<file path="src/hw/rtl/fhti_ram.sv">
// ----------------------------------------------------------------------------
// fhti_ram
// Generic single-write, single-read RAM with registered read data.
// ----------------------------------------------------------------------------
module fhti_ram #(
    parameter int WIDTH = 8,
    parameter int DEPTH = 16
) (
    input  logic                     clk,
    input  logic                     we,
    input  logic [$clog2(DEPTH)-1:0] waddr,
    input  logic [WIDTH-1:0]         wdata,
    input  logic [$clog2(DEPTH)-1:0] raddr,
    output logic [WIDTH-1:0]         rdata
);

    logic [WIDTH-1:0] mem [DEPTH];

    // Write port
    always_ff @(posedge clk)
    begin
        if (we)
        begin
            mem[waddr] <= wdata;
        end
    end

    // Registered read port
    always_ff @(posedge clk)
    begin
        rdata <= mem[raddr];
    end

endmodule

</file>
<file path="config.mk">
export PLATFORM = sky130hd
export DESIGN_NAME = fhti_ram
export DESIGN_NICKNAME = d
export VERILOG_FILES = /design/src/hw/rtl/fhti_ram.sv
export SDC_FILE = /design/constraint.sdc
export NUM_CORES = 1
export LEC_CHECK = 0
export BUFFER_PORTS_ARGS = -buffer_cell sky130_fd_sc_hd__buf_2
export CORE_MARGIN = 1
export CORE_UTILIZATION = 60
export CTS_CLUSTER_DIAMETER = 40
export DETAILED_ROUTE_END_ITERATION = 10
export GPL_ROUTABILITY_DRIVEN = 0
export GPL_TIMING_DRIVEN = 1
export PLACE_DENSITY = 0.79
export SLEW_MARGIN = 20
export SYNTH_ARGS = -nofsm -noshare
export SYNTH_HDL_FRONTEND = slang
export SYNTH_SLANG_ARGS = --single-unit
</file>
<file path="constraint.sdc">
create_clock -name clk -period 2.5 [get_ports clk]
set_input_delay 0.5 -clock clk [delete_from_list [all_inputs] [get_ports clk]]
set_output_delay 0.5 -clock clk [all_outputs]
set_load 0.01 [all_outputs]
</file>
==> flow_summary_export.csv <==
group,metric,value,unit
clocking,clock-sinks,136,
setup_path,timing.rr.start,"mem[1][0]",
min_path,hold_class,"primary input to flop",
synth,synth_cell_types,19,
floorplan,dieArea,8950,um^2
setup_path,cp_num_buf_inv,1,
synth,syn_inst,229,
drt,route.detailed.drc,0,
setup_path,end_kind,"output port",
setup_path,required,2.00,ns
finish,num-nets-final,300,
global_routing,groute.usage.overall,26.2,%
setup_path,worstPathArrival,1.06,ns
finish,drive_gt1_share,31.5,%
setup_path,critPathTopFamily,"flip-flops",
run,max-cap-violations,0,
setup_path,crit_chain,"buf_2",
drt,drt_iter0_markers,232,
drt,route.antenna.remaining_nets,0,
sta,fin_crit,1.56,ns
sta,clock_skew,0.00626,ns
setup_path,cp-endpoint,"rdata[3]",
setup_path,cp_max_fo,1,
floorplan,die_h,94.6,um
synth,synth_seq_cells,136,
setup_path,worst_r2r_path_depth,3,
clocking,cts_hold_buf,0,
drt,viasPerCell,6.32,
status,status,"complete, no violations",
setup_path,cpPeakStageDelay,0.39,ns
setup_path,rr_endpoint,"rdata[0]",
synth,yosysTopAreaCell,"edfxtp_1",
sta,slew_headroom,51.4,%
setup_path,reg2reg_slack,1.06,ns
setup_path,critPathLaunchType,"flop",
global_routing,grt_pass1_vias,2473,
sta,setup_tns,0,ns
clocking,clkLatencyLatePin,0.51,ns
clocking,cts_tree,"yes",
power_and_ir_drop,irDropWorstVdd,0.000496,V
power_and_ir_drop,p_clk_share,47.6,%
finish,layout_common_cells,"128 x edfxtp_1, 25 x buf_2, 18 x mux4_2",
synth,synthTopCellsByArea,"edfxtp_1 75%, mux4_2 7.9%, mux4_1 7.1%",
drt,via_count,2527,
floorplan,die_w,94.6,um
floorplan,num_rows,33,
sta,drv_slew,0,
synth,syn-cell-area,5150,um^2
sta,setup_viol,0,
clocking,cts_htree_levels,4,
synth,syn_avg_cell_area,22.5,um^2
power_and_ir_drop,pwr-share-seq,48.0,%
global_routing,antenna_found_initial,1,
power_and_ir_drop,power_leakage,2.10,nW
synth,synth_top_area_share,74.7,%
finish,antenna_cells,0,
sta,whs,0.370,ns
power_and_ir_drop,p_int,4.29,mW
sta,rsz0062_at_grt,"no",
clocking,cts_max_path_buffers,2,
synth,ys_seq_area_share,77.8,%
drt,drtPass1Iterations,5,
placement,hpwl,5690,um
setup_path,crit_type,"flop to output port",
clocking,postCtsSetupBuffers,0,
sta,post-route-period-util,62.2,%
finish,postLayoutCoreUtil,73.8,%
clocking,cts.reportedPaths.clkPinSlew,0.06,ns
floorplan,core_area,8260,um^2
clocking,root_buffer,"clkbuf_8",
setup_path,crit_path_start,"rdata[3]",
floorplan,io_pins,26,
clocking,cts_resized,0,
power_and_ir_drop,power.switching,1.07,mW
power_and_ir_drop,p_sw_share,19.9,%
finish,layout_commonest_cell,"edfxtp_1",
sta,worstMarginPinSlew,0.726,ns
global_routing,grt_max_degree,33,
power_and_ir_drop,finalPower,5.36,mW
drt,drt-wirelength-per-cell,26.2,um
drt,wl,10500,um
global_routing,grt-ovfl-total,0,
power_and_ir_drop,power.density,879,nW/um^2
finish,fill_cells,455,
sta,fmax,643,MHz
floorplan,initial_utilization,62.3,%
power_and_ir_drop,p_comb_share,4.5,%
placement,io_buffers,25,
finish,syn_to_final_growth,18.4,%
setup_path,crit_cells,1,
setup_path,slowest_stage,"dfxtp_1",
sta,finalHoldViolations,0,
synth,synth_warnings,0,
global_routing,grt_pass1_wl,15200,um
synth,synthesis.nets,247,
clocking,cts_buffers,17,
[power groups by stage]
stage | Combinational, mW | Sequential (mW) | Clock, mW
global placement | 0.229 | 2.61 | 0
global route | 0.258 | 2.57 | 2.67
detailed placement | 0.237 | 2.61 | 0
CTS | 0.243 | 2.57 | 2.57
finish | 0.240 | 2.57 | 2.55
floorplan | 0.129 | 2.61 | 0
[layout make-up]
cell class	count	area, um^2	area share, %
flip-flops and latches	136	4000	65.7
clock buffers	19	432	7.08
clock inverters	13	176	2.90
well taps	105	131	2.16
multi-input cells	83	1060	17.4
repair buffers	44	293	4.80
[metrics by stage]
stage	area (um^2)	setup slack [ns]	cells
2_1_floorplan	5150	0.507	229
3_3_place_gp	5490	0.539	368
3_5_place_dp	5490	0.526	368
4_1_cts	6090	0.927	400
5_1_grt	6090	0.913	400
6_report	6090	0.945	400
[flip-flops by register name, summed over array words and instances (netlist names)]
register,count
mem,128
rdata,8
[cell usage after synthesis]
| master | instances |
|---|---|
| buf_6 | 3 |
| buf_4 | 1 |
| nand2b_1 | 2 |
| mux4_1 | 14 |
| and2b_1 | 1 |
| buf_2 | 3 |
| or3b_2 | 1 |
| and2_1 | 1 |
| dfxtp_1 | 8 |
| nand3_1 | 1 |
| a22oi_1 | 16 |
| clkdlybuf4s25_2 | 3 |
| nor2b_1 | 1 |
| nand2_1 | 9 |
| nor3_1 | 4 |
| nand3b_1 | 2 |
| mux4_2 | 18 |
| edfxtp_1 | 128 |
| nor2_1 | 13 |
[logic make-up after synthesis]
kind of cell	count (synthesis)	synth area share, %
AO/OA/AOI/OAI	16	2.33
flip-flops	136	77.8
AND/OR/NAND/NOR	35	3.18
multiplexers	32	15.0
buffers and inverters	10	1.68
[how the worst min path moves through the flow]
stage,start,endpoint,depth (start not counted)
2_1_floorplan,wdata[0],mem[0][0],0
5_1_grt,wdata[5],mem[0][5],1
3_5_place_dp,mem[7][2],rdata[2],3
4_1_cts,wdata[5],mem[0][5],1
6_report,wdata[5],mem[5][5],1
3_3_place_gp,mem[4][2],rdata[2],3
[metal layers]
layer  vias up  part of all wire [%]  GRT usage (%)
met4         0                   2.0           9.09
met5         -                     0              0
met3        21                   9.5           9.66
met1      1290                    39           36.0
met2       138                    50           39.1
li1       1078                     -              -
Power figures use the tool's default switching activity.
