===== config.mk =====
export PLATFORM = sky130hd
export DESIGN_NAME = fhti_digits
export DESIGN_NICKNAME = d
export VERILOG_FILES = /design/src/hw/rtl/fhti_pkg.sv /design/src/hw/rtl/fhti_digits.sv
export SDC_FILE = /design/constraint.sdc
export NUM_CORES = 1
export LEC_CHECK = 0
export ABC_AREA = 1
export BUFFER_PORTS_ARGS = -buffer_cell sky130_fd_sc_hd__buf_2
export CAP_MARGIN = 25
export CORE_ASPECT_RATIO = 1.5
export CORE_UTILIZATION = 45
export DETAILED_ROUTE_END_ITERATION = 10
export MAX_ROUTING_LAYER = met4
export PLACE_DENSITY = 0.7
export SLEW_MARGIN = 25
export SYNTH_ARGS = -nofsm -noshare
export SYNTH_HDL_FRONTEND = slang
export SYNTH_SLANG_ARGS = --single-unit

===== constraint.sdc =====
create_clock -name vclk -period 7.2
set_input_delay 1.08 -clock vclk [all_inputs]
set_output_delay 1.08 -clock vclk [all_outputs]
set_load 0.02 [all_outputs]

===== src/hw/rtl/fhti_pkg.sv =====
// ----------------------------------------------------------------------------
// fhti_pkg
// Shared widths, codes and types for the fold-hash table insert block.
// ----------------------------------------------------------------------------
package fhti_pkg;

    localparam int TABLE_DEPTH = 1024;
    localparam int SLOT_W      = $clog2(TABLE_DEPTH);
    localparam int SIZE_W      = SLOT_W + 1;
    localparam int KEY_W       = 44;
    localparam int DIG_W       = 4;
    localparam int NUM_DIGITS  = 11;
    localparam int SUM_W       = 11;
    localparam int STEP_W      = 7;
    localparam int YEAR_W      = 14;
    localparam int COLL_W      = SIZE_W;
    localparam int ENTRY_W     = KEY_W + 1;
    localparam int ITER_W      = $clog2(SUM_W);
    localparam int PERIOD_W    = 4;

    localparam logic [SIZE_W-1:0] SIZE_RESET = SIZE_W'(TABLE_DEPTH);
    localparam logic [DIG_W-1:0]  DIGIT_MAX  = 4'd9;

    // Result outcome codes
    typedef enum logic [1:0] {
        OUT_INSERT = 2'd0,
        OUT_UPDATE = 2'd1,
        OUT_FULL   = 2'd2
    } outcome_t;

    // Sequencer states
    typedef enum logic [2:0] {
        ST_CLEAR,
        ST_IDLE,
        ST_HASH,
        ST_STEP,
        ST_CHECK
    } state_t;

    // Values taken from the key at request time
    typedef struct packed {
        logic [SUM_W-1:0]  fold_sum;
        logic [STEP_W-1:0] step;
        logic [YEAR_W-1:0] year;
        logic [DIG_W-1:0]  course;
    } key_info_t;

    // Saturate a nibble to a decimal digit
    function automatic logic [DIG_W-1:0] sat_digit(input logic [DIG_W-1:0] nib);
        logic [DIG_W-1:0] d;
        d = (nib > DIGIT_MAX) ? DIGIT_MAX : nib;
        return d;
    endfunction

endpackage


===== src/hw/rtl/fhti_digits.sv =====
// ----------------------------------------------------------------------------
// fhti_digits
// Key decoder: saturate BCD digits, form fold sum, probe step, year, course.
// ----------------------------------------------------------------------------
module fhti_digits (
    input  logic [fhti_pkg::KEY_W-1:0] key,
    output fhti_pkg::key_info_t        info
);
    import fhti_pkg::*;

    logic [DIG_W-1:0]  d [NUM_DIGITS];
    logic [STEP_W-1:0] raw_step;

    // Split the key, digit 0 in the top nibble
    always_comb
    begin
        for (int i = 0; i < NUM_DIGITS; i++)
        begin
            d[i] = sat_digit(key[DIG_W*(NUM_DIGITS-1-i) +: DIG_W]);
        end
    end

    // Fold sum of the two three-digit groups
    assign info.fold_sum = SUM_W'(d[5]) * SUM_W'(100) + SUM_W'(d[6]) * SUM_W'(10)
                         + SUM_W'(d[10])
                         + SUM_W'(d[7]) * SUM_W'(100) + SUM_W'(d[8]) * SUM_W'(10)
                         + SUM_W'(d[9]);

    // Probe step, a zero step becomes one
    assign raw_step  = STEP_W'(d[5]) * STEP_W'(10) + STEP_W'(d[10]);
    assign info.step = (raw_step == '0) ? STEP_W'(1) : raw_step;

    // Year from the first four digits, course from digit four
    assign info.year = YEAR_W'(d[0]) * YEAR_W'(1000) + YEAR_W'(d[1]) * YEAR_W'(100)
                     + YEAR_W'(d[2]) * YEAR_W'(10) + YEAR_W'(d[3]);
    assign info.course = d[4];

endmodule


==> summary.md <==
| Metric | Value |
|---|---|
| Routability congestion estimate | 0.906 |
| Detailed Route WL | 8630 µm |
| Hold Path Class | in -> out |
| Status | complete, no violations |
| Hold-fix buffers, CTS | 0 |
| Die ar. | 9150 µm² |
| Final slew viol count | 0 |
| Peak Freq | 153 MHz |
| Final count of negative-setup-slack endpoints | 0 |
| Core ar. | 8460 µm² |
| CP startpoint kind | input pin |
| Antenna diodes | 0 |
| I/O pin cnt | 80 |
| Residual DRC | 0 |
| Setup repair bufs after CTS | 0 |
| Initial antenna violation count | 0 |
| Share of layout cells above drive strength 1 | 15.0% |
| Crit path max-delay family | adder cells |
| Pre-antenna DRT Iters | 4 |
| Max Cap Violations | 0 |
| Most frequent cells in the layout | 160 x inv_1, 119 x nand2_1, 90 x ha_1 |
| Hold Crit Depth | 2 |
| # clk buffers | 0 |
| Via count | 3651 |
| Tot GR Track Use | 20.4% |
| Final hold vios | 0 |
| Row cnt | 41 |
| Mapped Cells | 588 |
| Wire per inst | 11.3 µm |
| Yosys cell types | 30 |
| Initial Util | 46.6% |
| CP max-delay cell | a21oi_1 |
| First-pass GRT wire length | 14600 µm |
| Setup Crit Path Kind | in -> out |
| RSZ-0062 raised after global routing | false |
| 1st-iter DRT viols | 73 |
| Design area | 4430 µm² |
| Register area | 0 µm² |
| Utilization after layout | 52.4% |
| Sequential cell count | 0 |
| CP cell instances | buf_2, nor2_1, inv_1, a21oi_1, inv_1, ha_1, ha_1, inv_1, fa_1, o21ai_0, xnor2_1, inv_1, ha_1, ha_1, ha_1, nand2_1, nor2_1, nand3b_1, nand3_2, inv_2, nand2_1, nand2_1, buf_2 |
| Critical Path Fanout Max | 6 |
| Min-delay src | key[27] |
| Ys Warns | 0 |
| Leakage | 0.00281 µW |
| Max-slew headroom | 38.4% |
| DR vias/cell | 4.79 |
| Placed instance area | 4430 µm² |
| Sequential share of the synthesized area | 0% |
| Commonest non-fill, non-tap cell in the layout | inv_1 |
| Worst-Margin Slew | 0.925 ns |
| Setup TNS | 0 ns |
| Post-CTS sizing | 0 |
| Congestion Overflow GR | 0 |
| WP buf/inv | 7 |
| Largest net degree at the start of global routing | 11 |
| Most common cell on crit path | ha_1 |
| Crit share post-route | 90.6% |
| Total power divided by cell area | 321 nW/µm² |
| Die H | 117 µm |
| Mean Syn Cell Area | 6.71 µm² |
| Post-layout min period | 6.52 ns |
| Die width | 78.4 µm |
| VDD IR max | 471 µV |
| Vias in the first global route | 3651 |
| # nets final | 830 |
| Mapped Nets | 761 |
| Max stage delay on crit path | 0.71 ns |
| Critical Path End Type | output pin |
| Synth Cell Area | 3940 µm² |
| WHS Endpoint | info[3] |
| Port-buffer cells | 80 |
| Critical Path AT | 5.44 ns |
| Hold slack | 2.41 ns |
| Post-route ant nets | 0 |
| CP required | 6.12 ns |
| DPL Wire Length | 8180 µm |
| Layout area overhead | 12.4% |
stage by stage:
step / cells / worst slack (ns) / power [µW]
2_1_floorplan: 588 / 1.29 / 1050
3_3_place_gp: 762 / 0.763 / 1410
3_5_place_dp: 762 / 0.613 / 1430
4_1_cts: 762 / 0.600 / 1440
5_1_grt: 762 / 0.174 / 1600
6_report: 762 / 0.679 / 1420
area by class of cell:
| class | instances | area (µm²) |
|---|---|---|
| fillers | 870 | 4030 |
| multi-input cells | 408 | 3270 |
| inverters | 166 | 623 |
| repair buffers | 81 | 408 |
| well taps | 107 | 134 |
worst max path at each step:
| stage | from | end | slack (ns) | cells past startpoint |
|---|---|---|---|---|
| 2_1_floorplan | key[22] | info[33] | 1.29 | 17 |
| 3_3_place_gp | key[41] | info[17] | 0.76 | 22 |
| 3_5_place_dp | key[41] | info[17] | 0.61 | 23 |
| 4_1_cts | key[41] | info[17] | 0.60 | 23 |
| 5_1_grt | key[41] | info[17] | 0.17 | 22 |
| 6_report | key[41] | info[17] | 0.68 | 23 |
report_power, final:
| group | switching (µW) | internal (µW) |
|---|---|---|
| sequential | 0 | 0 |
| clock | 0 | 0 |
| combinational | 895 | 528 |
per-layer routing:
| layer | global-route usage (%) | wire [µm] |
|---|---|---|
| met5 | - | 0 |
| met4 | 5.31 | 253 |
| met3 | 0.547 | 196 |
| met2 | 46.3 | 5170 |
| met1 | 17.2 | 3000 |
Yosys cell counts:
cell	instances	share of area, %
a21oi_1	16	2.0
nand3b_1	3	0.57
conb_1	2	0.19
a31oi_1	1	0.16
nand3_1	31	3.9
o21ai_1	1	0.13
o21ai_2	1	0.22
a21o_1	3	0.57
nor2_2	2	0.32
nand4_1	6	0.95
ha_1	90	29
nand2_1	119	11
or2_2	4	0.63
fa_1	39	20
clkinv_1	1	0.095
nand2_2	1	0.16
o21a_1	3	0.57
o21ai_0	7	0.89
clkbuf_1	14	1.3
xnor2_1	10	2.2
nand3_4	1	0.44
o21bai_1	1	0.19
nor2_1	47	4.5
nand3_2	1	0.25
o21ai_4	1	0.41
inv_2	5	0.48
and2_1	2	0.32
a21oi_2	1	0.22
inv_1	160	15
xor2_1	15	3.3
cells by family (layout without fill, tap and decap cells):
family	count (synthesis)	in the layout	synth area share (%)
fa+ha+maj	129	129	48.4
other cells	2	2	0.190
compound gates	35	35	5.39
xor+xnor	25	25	5.55
simple gates	217	217	23.4
buf+inv	180	247	17.1
Note: power is estimated with default switching activity, not from simulation.
