File: src/hw/rtl/fhti_pkg.sv
// ----------------------------------------------------------------------------
// fhti_pkg
// Shared widths, codes and types for the fold-hash table insert block.
// ----------------------------------------------------------------------------
package fhti_pkg;

    localparam int TABLE_DEPTH = 1024;
    localparam int SLOT_W      = $clog2(TABLE_DEPTH);
    localparam int SIZE_W      = SLOT_W + 1;
    localparam int KEY_W       = 44;
    localparam int DIG_W       = 4;
    localparam int NUM_DIGITS  = 11;
    localparam int SUM_W       = 11;
    localparam int STEP_W      = 7;
    localparam int YEAR_W      = 14;
    localparam int COLL_W      = SIZE_W;
    localparam int ENTRY_W     = KEY_W + 1;
    localparam int ITER_W      = $clog2(SUM_W);
    localparam int PERIOD_W    = 4;

    localparam logic [SIZE_W-1:0] SIZE_RESET = SIZE_W'(TABLE_DEPTH);
    localparam logic [DIG_W-1:0]  DIGIT_MAX  = 4'd9;

    // Result outcome codes
    typedef enum logic [1:0] {
        OUT_INSERT = 2'd0,
        OUT_UPDATE = 2'd1,
        OUT_FULL   = 2'd2
    } outcome_t;

    // Sequencer states
    typedef enum logic [2:0] {
        ST_CLEAR,
        ST_IDLE,
        ST_HASH,
        ST_STEP,
        ST_CHECK
    } state_t;

    // Values taken from the key at request time
    typedef struct packed {
        logic [SUM_W-1:0]  fold_sum;
        logic [STEP_W-1:0] step;
        logic [YEAR_W-1:0] year;
        logic [DIG_W-1:0]  course;
    } key_info_t;

    // Saturate a nibble to a decimal digit
    function automatic logic [DIG_W-1:0] sat_digit(input logic [DIG_W-1:0] nib);
        logic [DIG_W-1:0] d;
        d = (nib > DIGIT_MAX) ? DIGIT_MAX : nib;
        return d;
    endfunction

endpackage

File: src/hw/rtl/fhti_csub.sv
// ----------------------------------------------------------------------------
// fhti_csub
// Shared conditional subtract: reduce a value below twice the modulus.
// ----------------------------------------------------------------------------
module fhti_csub (
    input  logic [fhti_pkg::SIZE_W-1:0] value,
    input  logic [fhti_pkg::SIZE_W-1:0] modulus,
    output logic [fhti_pkg::SIZE_W-1:0] result
);
    import fhti_pkg::*;

    // Subtract the modulus once when the value reaches it
    always_comb
    begin
        if (value >= modulus)
        begin
            result = value - modulus;
        end
        else
        begin
            result = value;
        end
    end

endmodule

File: config.mk
export PLATFORM = sky130hd
export DESIGN_NAME = fhti_csub
export DESIGN_NICKNAME = d
export VERILOG_FILES = /design/src/hw/rtl/fhti_pkg.sv /design/src/hw/rtl/fhti_csub.sv
export SDC_FILE = /design/constraint.sdc
export NUM_CORES = 1
export LEC_CHECK = 0
export ABC_AREA = 0
export BUFFER_PORTS_ARGS = -buffer_cell sky130_fd_sc_hd__buf_2
export CAP_MARGIN = 20
export CELL_PAD_IN_SITES_DETAIL_PLACEMENT = 1
export CELL_PAD_IN_SITES_GLOBAL_PLACEMENT = 1
export CORE_MARGIN = 3
export CORE_UTILIZATION = 35
export DETAILED_ROUTE_END_ITERATION = 8
export MAX_ROUTING_LAYER = met4
export PLACE_DENSITY_LB_ADDON = 0.1
export SYNTH_ARGS = -nofsm -noshare
export SYNTH_HDL_FRONTEND = slang
export SYNTH_SLANG_ARGS = --single-unit
File: constraint.sdc
create_clock -name vclk -period 2.65
set_clock_uncertainty 0.2 [all_clocks]
set_input_delay 0.1325 -clock vclk [all_inputs]
set_output_delay 0.1325 -clock vclk [all_outputs]
set_load 0.01 [all_outputs]
==> results of run 1 <==
per-layer routing:
layer	vias up	track usage (%)	wire (um)
li1	462	-	-
met5	-	-	0
met3	0	0	60
met4	0	0	0
met2	17	35.92	1204
met1	426	21.32	1019
logic make-up after synthesis:
kind of cell               after synthesis  synth area share, %
xor gates and xnor gates                 5                5.582
and+or+nand+nor                         36                25.84
adders and majority gates               12                20.10
AOI/OAI and AO/OA                       33                29.83
buffers and inverters                   17                9.569
muxes                                    5                9.091
power breakdown:
group,switching (mW),internal [mW]
Clock,0,0
Sequential,0,0
Combinational,0.138,0.129
Total,0.138,0.129
cells in the mapped netlist (2+ instances only):
master and n:
nand2b_1 2, xor2_1 4, nand3_1 4, a21o_1 3, buf_2 2, nand2_1 7
nor2_1 4, o21a_1 2, inv_1 13, nor3b_1 2, or3b_2 2, o21ai_0 2
o21bai_1 2, a211oi_1 2, a21oi_1 14, nor2b_1 4, ha_1 11, nor3_1 6
mux2_4 4
through the flow:
| stage | setup WS (ns) | total power, mW | instances |
|---|---|---|---|
| 3_5_place_dp | 0.1819 | 0.2697 | 168 |
| 4_1_cts | 0.1742 | 0.2715 | 168 |
| 2_1_floorplan | 0.4413 | 0.1864 | 108 |
| 5_1_grt | 0.09388 | 0.3004 | 168 |
| 6_report | 0.1885 | 0.2673 | 168 |
| 3_3_place_gp | 0.2139 | 0.2615 | 168 |
cell type report:
class	count	area [sq um]	area share, %
inverter	13	48.80	4.943
multi-input combinational	91	709.4	71.86
tap	27	33.78	3.422
timing repair buffer	37	195.2	19.77
worst min-delay path by stage:
stage,start,to,slack [ns]
3_5_place_dp,value[4],result[4],0.40
2_1_floorplan,value[4],result[4],0.20
5_1_grt,value[4],result[4],0.41
6_report,value[4],result[4],0.39
4_1_cts,value[4],result[4],0.40
3_3_place_gp,value[7],result[7],0.39
worst max-delay path, stage by stage:
cell	delay [ns]
buf_2	0.10
ha_1	0.35
a21o_1	0.22
a21o_1	0.22
o31a_4	0.32
or2_4	0.32
mux2_4	0.32
buf_2	0.14
==> metrics.yaml, run 1 <==
place:
  placed_area_sq_um: 987.2
  dp_hpwl_um: 2025
  gp_congestion: 0.8625
  numPortBuffers: 33
synthesis:
  netlist_area_sq_um: 784.5
  synthCells: 108
  ys_warn_count: 0
  synthDistinctLibCells: 37
  yosysTopAreaCellShare_pct: 17.54
  yosysTopAreaCell: "ha_1"
  avgSynthCellArea_sq_um: 7.264
  seq_area_frac_synth_pct: 0
  syn_nets: 142
  synth_area_leaders: "ha_1 (18%), a21oi_1 (8.9%), mux2_4 (7.7%)"
die:
  core_area_sq_um: 2042
  die_x_um: 53.35
  ios: 33
  die_h_um: 53.35
  start_util_pct: 38.42
  rows: 16
  die_area_sq_um: 2846
finish:
  drive_gt1_share_pct: 34.75
  clkbuf_count: 0
  layout_commonest_cell: "buf_2"
  finalCoreUtilization_pct: 48.35
  layout_common_cells: "buf_2 (33), a21oi_1 (14), inv_1 (13)"
  antennaDiodeCount: 0
  nets: 177
  regArea_sq_um: 0
  fill_cells: 301
  final_area_sq_um: 987.2
  areaGrowthSynthToFinish_pct: 25.84
  nFlopsAndLatches: 0
detailed_routing:
  drt_iter0_markers: 3
  num_vias: 905
  wl_per_cell_um: 13.60
  drc: 0
  postRouteAntennaNets: 0
  drt-total-wl_um: 2285
  first_pass_iters: 2
  via_per_inst: 5.387
timing:
  max_clock_freq_mhz: 406.3
  min_period_ns: 2.462
  post-route-period-util_pct: 92.89
  slew_violations: 0
  rsz0062_at_grt: "false"
  worst_hold_slack_ns: 0.3948
  worstMarginPinSlew_ns: 0.2922
  setup_viol: 0
  relSlewSlack_pct: 80.24
  hold_viol_final: 0
  finalSetupTns_ns: 0
setup_path:
  crit_path_end_kind: "primary output"
  path_class: "in -> out"
  worstPathRequired_ns: 2.32
  crit_end: "result[7]"
  setup.worst_path.start: "value[4]"
  cp_max_fo: 11
  worstPathArrival_ns: 2.13
  start_kind: "input port"
job:
  maxCapViolations: 0
worst_hold_path:
  worstHoldPathType: "in -> out"
  whs_path_depth: 3
cts:
  cts_setup_buffers: 0
  cts_resized: 0
  hold_buffers: 0
global_routing:
  overflow: 0
  grt_pass1_vias: 897
  track_usage_pct: 18.10
  antenna_found_initial: 0
  grt_pass1_wl_um: 3857
  grt_max_degree: 12
pwr:
  vdd_drop_max_v: 0.0001197
  leakage_nw: 0.5155
  power_density_nw_per_um2: 270.8
outcome:
  outcome: "finished clean"
No activity file was read; power rests on OpenSTA's default activity.
==> run 2: changes to the inputs <==
RECOVER_POWER = 25   (was default)
==> metrics.yaml, run 2 (synthesized netlist as in run 1, its figures left out) <==
setup_path:
  path_cells: "buf_2 -> ha_1 -> a21o_1 -> a21o_1 -> o31a_4 -> or2_4 -> mux2_4 -> buf_2"
  start_kind: "input port"
  path_class: "in -> out"
  setup.worst_path.start: "value[4]"
  critPathSlowestCell: "ha_1"
  crit_family: "compound AO/OA/AOI/OAI gates"
  cpPeakStageDelay_ns: 0.35
  crit_end: "result[7]"
  path_buf_inv: 2
  path_depth: 8
  cp_max_fo: 11
  worstPathRequired_ns: 2.32
  worstPathArrival_ns: 2.13
  crit_path_end_kind: "primary output"
outcome:
  outcome: "finished clean"
global_routing:
  grt_pass1_vias: 897
  overflow: 0
  antenna_found_initial: 0
  track_usage_pct: 18.10
  grt_max_degree: 12
  grt_pass1_wl_um: 3857
timing:
  worstMarginPinSlew_ns: 0.2922
  worst_hold_slack_ns: 0.3948
  rsz0062_at_grt: "false"
  post-route-period-util_pct: 92.91
  slew_violations: 0
  hold_viol_final: 0
  setup_viol: 0
  min_period_ns: 2.462
  relSlewSlack_pct: 80.24
  setup_slack_ns: 0.1880
  max_clock_freq_mhz: 406.2
  finalSetupTns_ns: 0
detailed_routing:
  wl_per_cell_um: 13.61
  postRouteAntennaNets: 0
  via_per_inst: 5.375
  drc: 0
  num_vias: 903
  first_pass_iters: 2
  drt-total-wl_um: 2287
  drt_iter0_markers: 3
die:
  core_area_sq_um: 2042
  die_h_um: 53.35
  die_area_sq_um: 2846
  die_x_um: 53.35
  rows: 16
  ios: 33
  start_util_pct: 38.42
finish:
  nFlopsAndLatches: 0
  layout_common_cells: "buf_2 (32), a21oi_1 (14), inv_1 (13)"
  layout_commonest_cell: "buf_2"
  nets: 177
  areaGrowthSynthToFinish_pct: 25.68
  final_area_sq_um: 985.9
  antennaDiodeCount: 0
  regArea_sq_um: 0
  clkbuf_count: 0
  finalCoreUtilization_pct: 48.28
  drive_gt1_share_pct: 34.04
pwr:
  power_density_nw_per_um2: 270.6
  vdd_drop_max_v: 0.0001198
  leakage_nw: 0.5129
place:
  gp_congestion: 0.8625
  pre_cts_slack_ns: 0.1819
  placed_area_sq_um: 987.2
  dp_hpwl_um: 2025
  numPortBuffers: 33
cts:
  cts_setup_buffers: 0
  cts_resized: 0
  hold_buffers: 0
worst_hold_path:
  worstHoldPathType: "in -> out"
  whs_path_depth: 3
job:
  maxCapViolations: 0
[run 2: changes by cell type in the layout (fill, tap and decap cells not counted)]
cell,previous run,this run
buf_2,33,32
clkbuf_1,0,1
[run 2: where the power goes]
| part | leakage, nW | switching, mW | internal, mW |
|---|---|---|---|
| sequential | 0 | 0 | 0 |
| combinational | 0.513 | 0.138 | 0.129 |
| clock | 0 | 0 | 0 |
| total | 0.513 | 0.138 | 0.129 |
[run 2: how the worst min path moves through the flow]
stage,startpoint,end
after floorplan,value[4],result[4]
after global routing,value[4],result[4]
after global placement,value[7],result[7]
after CTS,value[4],result[4]
final,value[4],result[4]
after detailed placement,value[4],result[4]
[run 2: metal layers]
layer  global-route usage (%)  share of wire (%)
met3                        0                2.6
met4                        0                  0
met1                    21.32                 45
met5                        -                  0
met2                    35.92                 53
[run 2: per-stage QoR]
step | power [mW] | instances
after floorplan | 0.1864 | 108
after global placement | 0.2615 | 168
after detailed placement | 0.2697 | 168
after CTS | 0.2715 | 168
after global routing | 0.2998 | 168
final | 0.2668 | 168
[run 2: final cells by class]
| cell class | instances | area [sq um] |
|---|---|---|
| multi-input cells | 91 | 709.4 |
| well taps | 27 | 33.78 |
| repair buffers | 37 | 193.9 |
| inverters | 13 | 48.80 |
| fillers | 302 | 1056 |
==> run 3: changes to the inputs <==
CELL_PAD_IN_SITES_DETAIL_PLACEMENT = default   (was 1)
CELL_PAD_IN_SITES_GLOBAL_PLACEMENT = default   (was 1)
CORE_ASPECT_RATIO = 1.1   (was default)
CORE_UTILIZATION = 51   (was 35)
PLACE_DENSITY = 0.85   (was default)
PLACE_DENSITY_LB_ADDON = default   (was 0.1)
==> metrics.yaml, run 3 (synthesized netlist as in run 1, its figures left out) <==
finish:
  drive_gt1_share_pct: 34.29
  areaGrowthSynthToFinish_pct: 23.13
  fill_cells: 135
  regArea_sq_um: 0
  nFlopsAndLatches: 0
  antennaDiodeCount: 0
  layout_common_cells: "buf_2 (33), a21oi_1 (14), inv_1 (13)"
  clkbuf_count: 0
  layout_commonest_cell: "buf_2"
  nets: 176
pwr:
  pwr-share-seq_pct: 0
  clock_power_share_pct: 0
  power_density_nw_per_um2: 272.0
  switching_power_uw: 135.1
  vdd_drop_max_v: 0.0001392
  intPower_uw: 127.6
  leakage_nw: 0.5107
  comb_power_share_pct: 100.0
  swShare_pct: 51.42
timing:
  hold_viol_final: 0
  slew_violations: 0
  finalSetupTns_ns: 0
  min_period_ns: 2.488
  setup_viol: 0
  setup_slack_ns: 0.1620
  relSlewSlack_pct: 81.47
  worstMarginPinSlew_ns: 0.2741
  max_clock_freq_mhz: 401.9
  post-route-period-util_pct: 93.89
  rsz0062_at_grt: "false"
detailed_routing:
  first_pass_iters: 4
  via_per_inst: 5.776
  drt_iter0_markers: 11
  wl_per_cell_um: 12.90
  num_vias: 901
  drc: 0
  drt-total-wl_um: 2013
  postRouteAntennaNets: 0
die:
  core_area_sq_um: 1401
  start_util_pct: 55.98
  die_h_um: 47.14
  die_x_um: 43.40
  die_area_sq_um: 2045
  ios: 33
  rows: 14
global_routing:
  grt_use_met2_pct: 42.18
  grt_max_degree: 12
  grt_pass1_wl_um: 3270
  use_met3_pct: 0
  grt_pass1_vias: 822
  met1_usage_pct: 23.48
  top_usage_layer: "met2"
  overflow: 0
  track_usage_pct: 20.68
  antenna_found_initial: 0
cts:
  cts_resized: 0
  cts_setup_buffers: 0
  hold_buffers: 0
setup_path:
  start_kind: "input port"
  crit_path_end_kind: "primary output"
  path_class: "in -> out"
  path_cells: "buf_2 -> ha_1 -> a21o_1 -> a21o_1 -> o31a_4 -> or2_4 -> mux2_4 -> buf_2"
  cpPeakStageDelay_ns: 0.36
  critPathSlowestCell: "ha_1"
  worstPathArrival_ns: 2.16
  cp_max_fo: 11
  crit_family: "compound AO/OA/AOI/OAI gates"
  worstPathRequired_ns: 2.32
  path_buf_inv: 2
place:
  gp_congestion: 0.8513
  numPortBuffers: 33
  pre_cts_slack_ns: 0.1673
  dp_hpwl_um: 1716
job:
  maxCapViolations: 0
worst_hold_path:
  hold_start: "value[7]"
  worstHoldPathType: "in -> out"
  whs_endpoint: "result[7]"
  whs_path_depth: 3
outcome:
  outcome: "finished clean"
## run 3: cell count changes in the layout (fill, tap and decap cells not counted), sizes merged
cell and delta:
clkbuf -1
## run 3: routing by layer
metal  wire length [um]  vias to the layer above
li1                   -                      459
met1                815                      411
met2               1087                       31
met3                109                        0
met4                  0                        0
met5                  0                        -
## run 3: through the flow
step | power, mW | area, sq um | hold WS [ns] | util, % | std cells
detailed placement | 0.2626 | 965.9 | 0.4015 | 68.93 | 156
global placement | 0.2533 | 965.9 | 0.3921 | 68.93 | 156
global route | 0.2908 | 965.9 | 0.4174 | 68.93 | 156
floorplan | 0.1864 | 784.5 | 0.2002 | - | 108
CTS | 0.2637 | 965.9 | 0.4010 | 68.93 | 156
finish | 0.2627 | 965.9 | 0.3972 | 68.93 | 156
## run 3: how the worst max path moves through the flow
| stage | startpoint | to | slack [ns] | cells past startpoint |
|---|---|---|---|---|
| floorplan | modulus[4] | result[4] | 0.44 | 8 |
| global placement | value[4] | result[6] | 0.23 | 8 |
| detailed placement | value[4] | result[8] | 0.17 | 8 |
| CTS | value[4] | result[8] | 0.16 | 8 |
| global route | value[4] | result[8] | 0.07 | 8 |
| finish | value[4] | result[6] | 0.16 | 8 |
## run 3: area by class of cell
class	count	area, sq um	share of cell area, %
well taps	16	20.02	2.073
repair buffers	36	187.7	19.43
multi-input cells	91	709.4	73.45
inverters	13	48.80	5.052
## run 3: power by group through the flow
| stage | clock (mW) | sequential (mW) | combinational [mW] |
|---|---|---|---|
| 2_1_floorplan | 0 | 0 | 0.186 |
| 3_3_place_gp | 0 | 0 | 0.253 |
| 3_5_place_dp | 0 | 0 | 0.263 |
| 4_1_cts | 0 | 0 | 0.264 |
| 5_1_grt | 0 | 0 | 0.291 |
| 6_report | 0 | 0 | 0.263 |
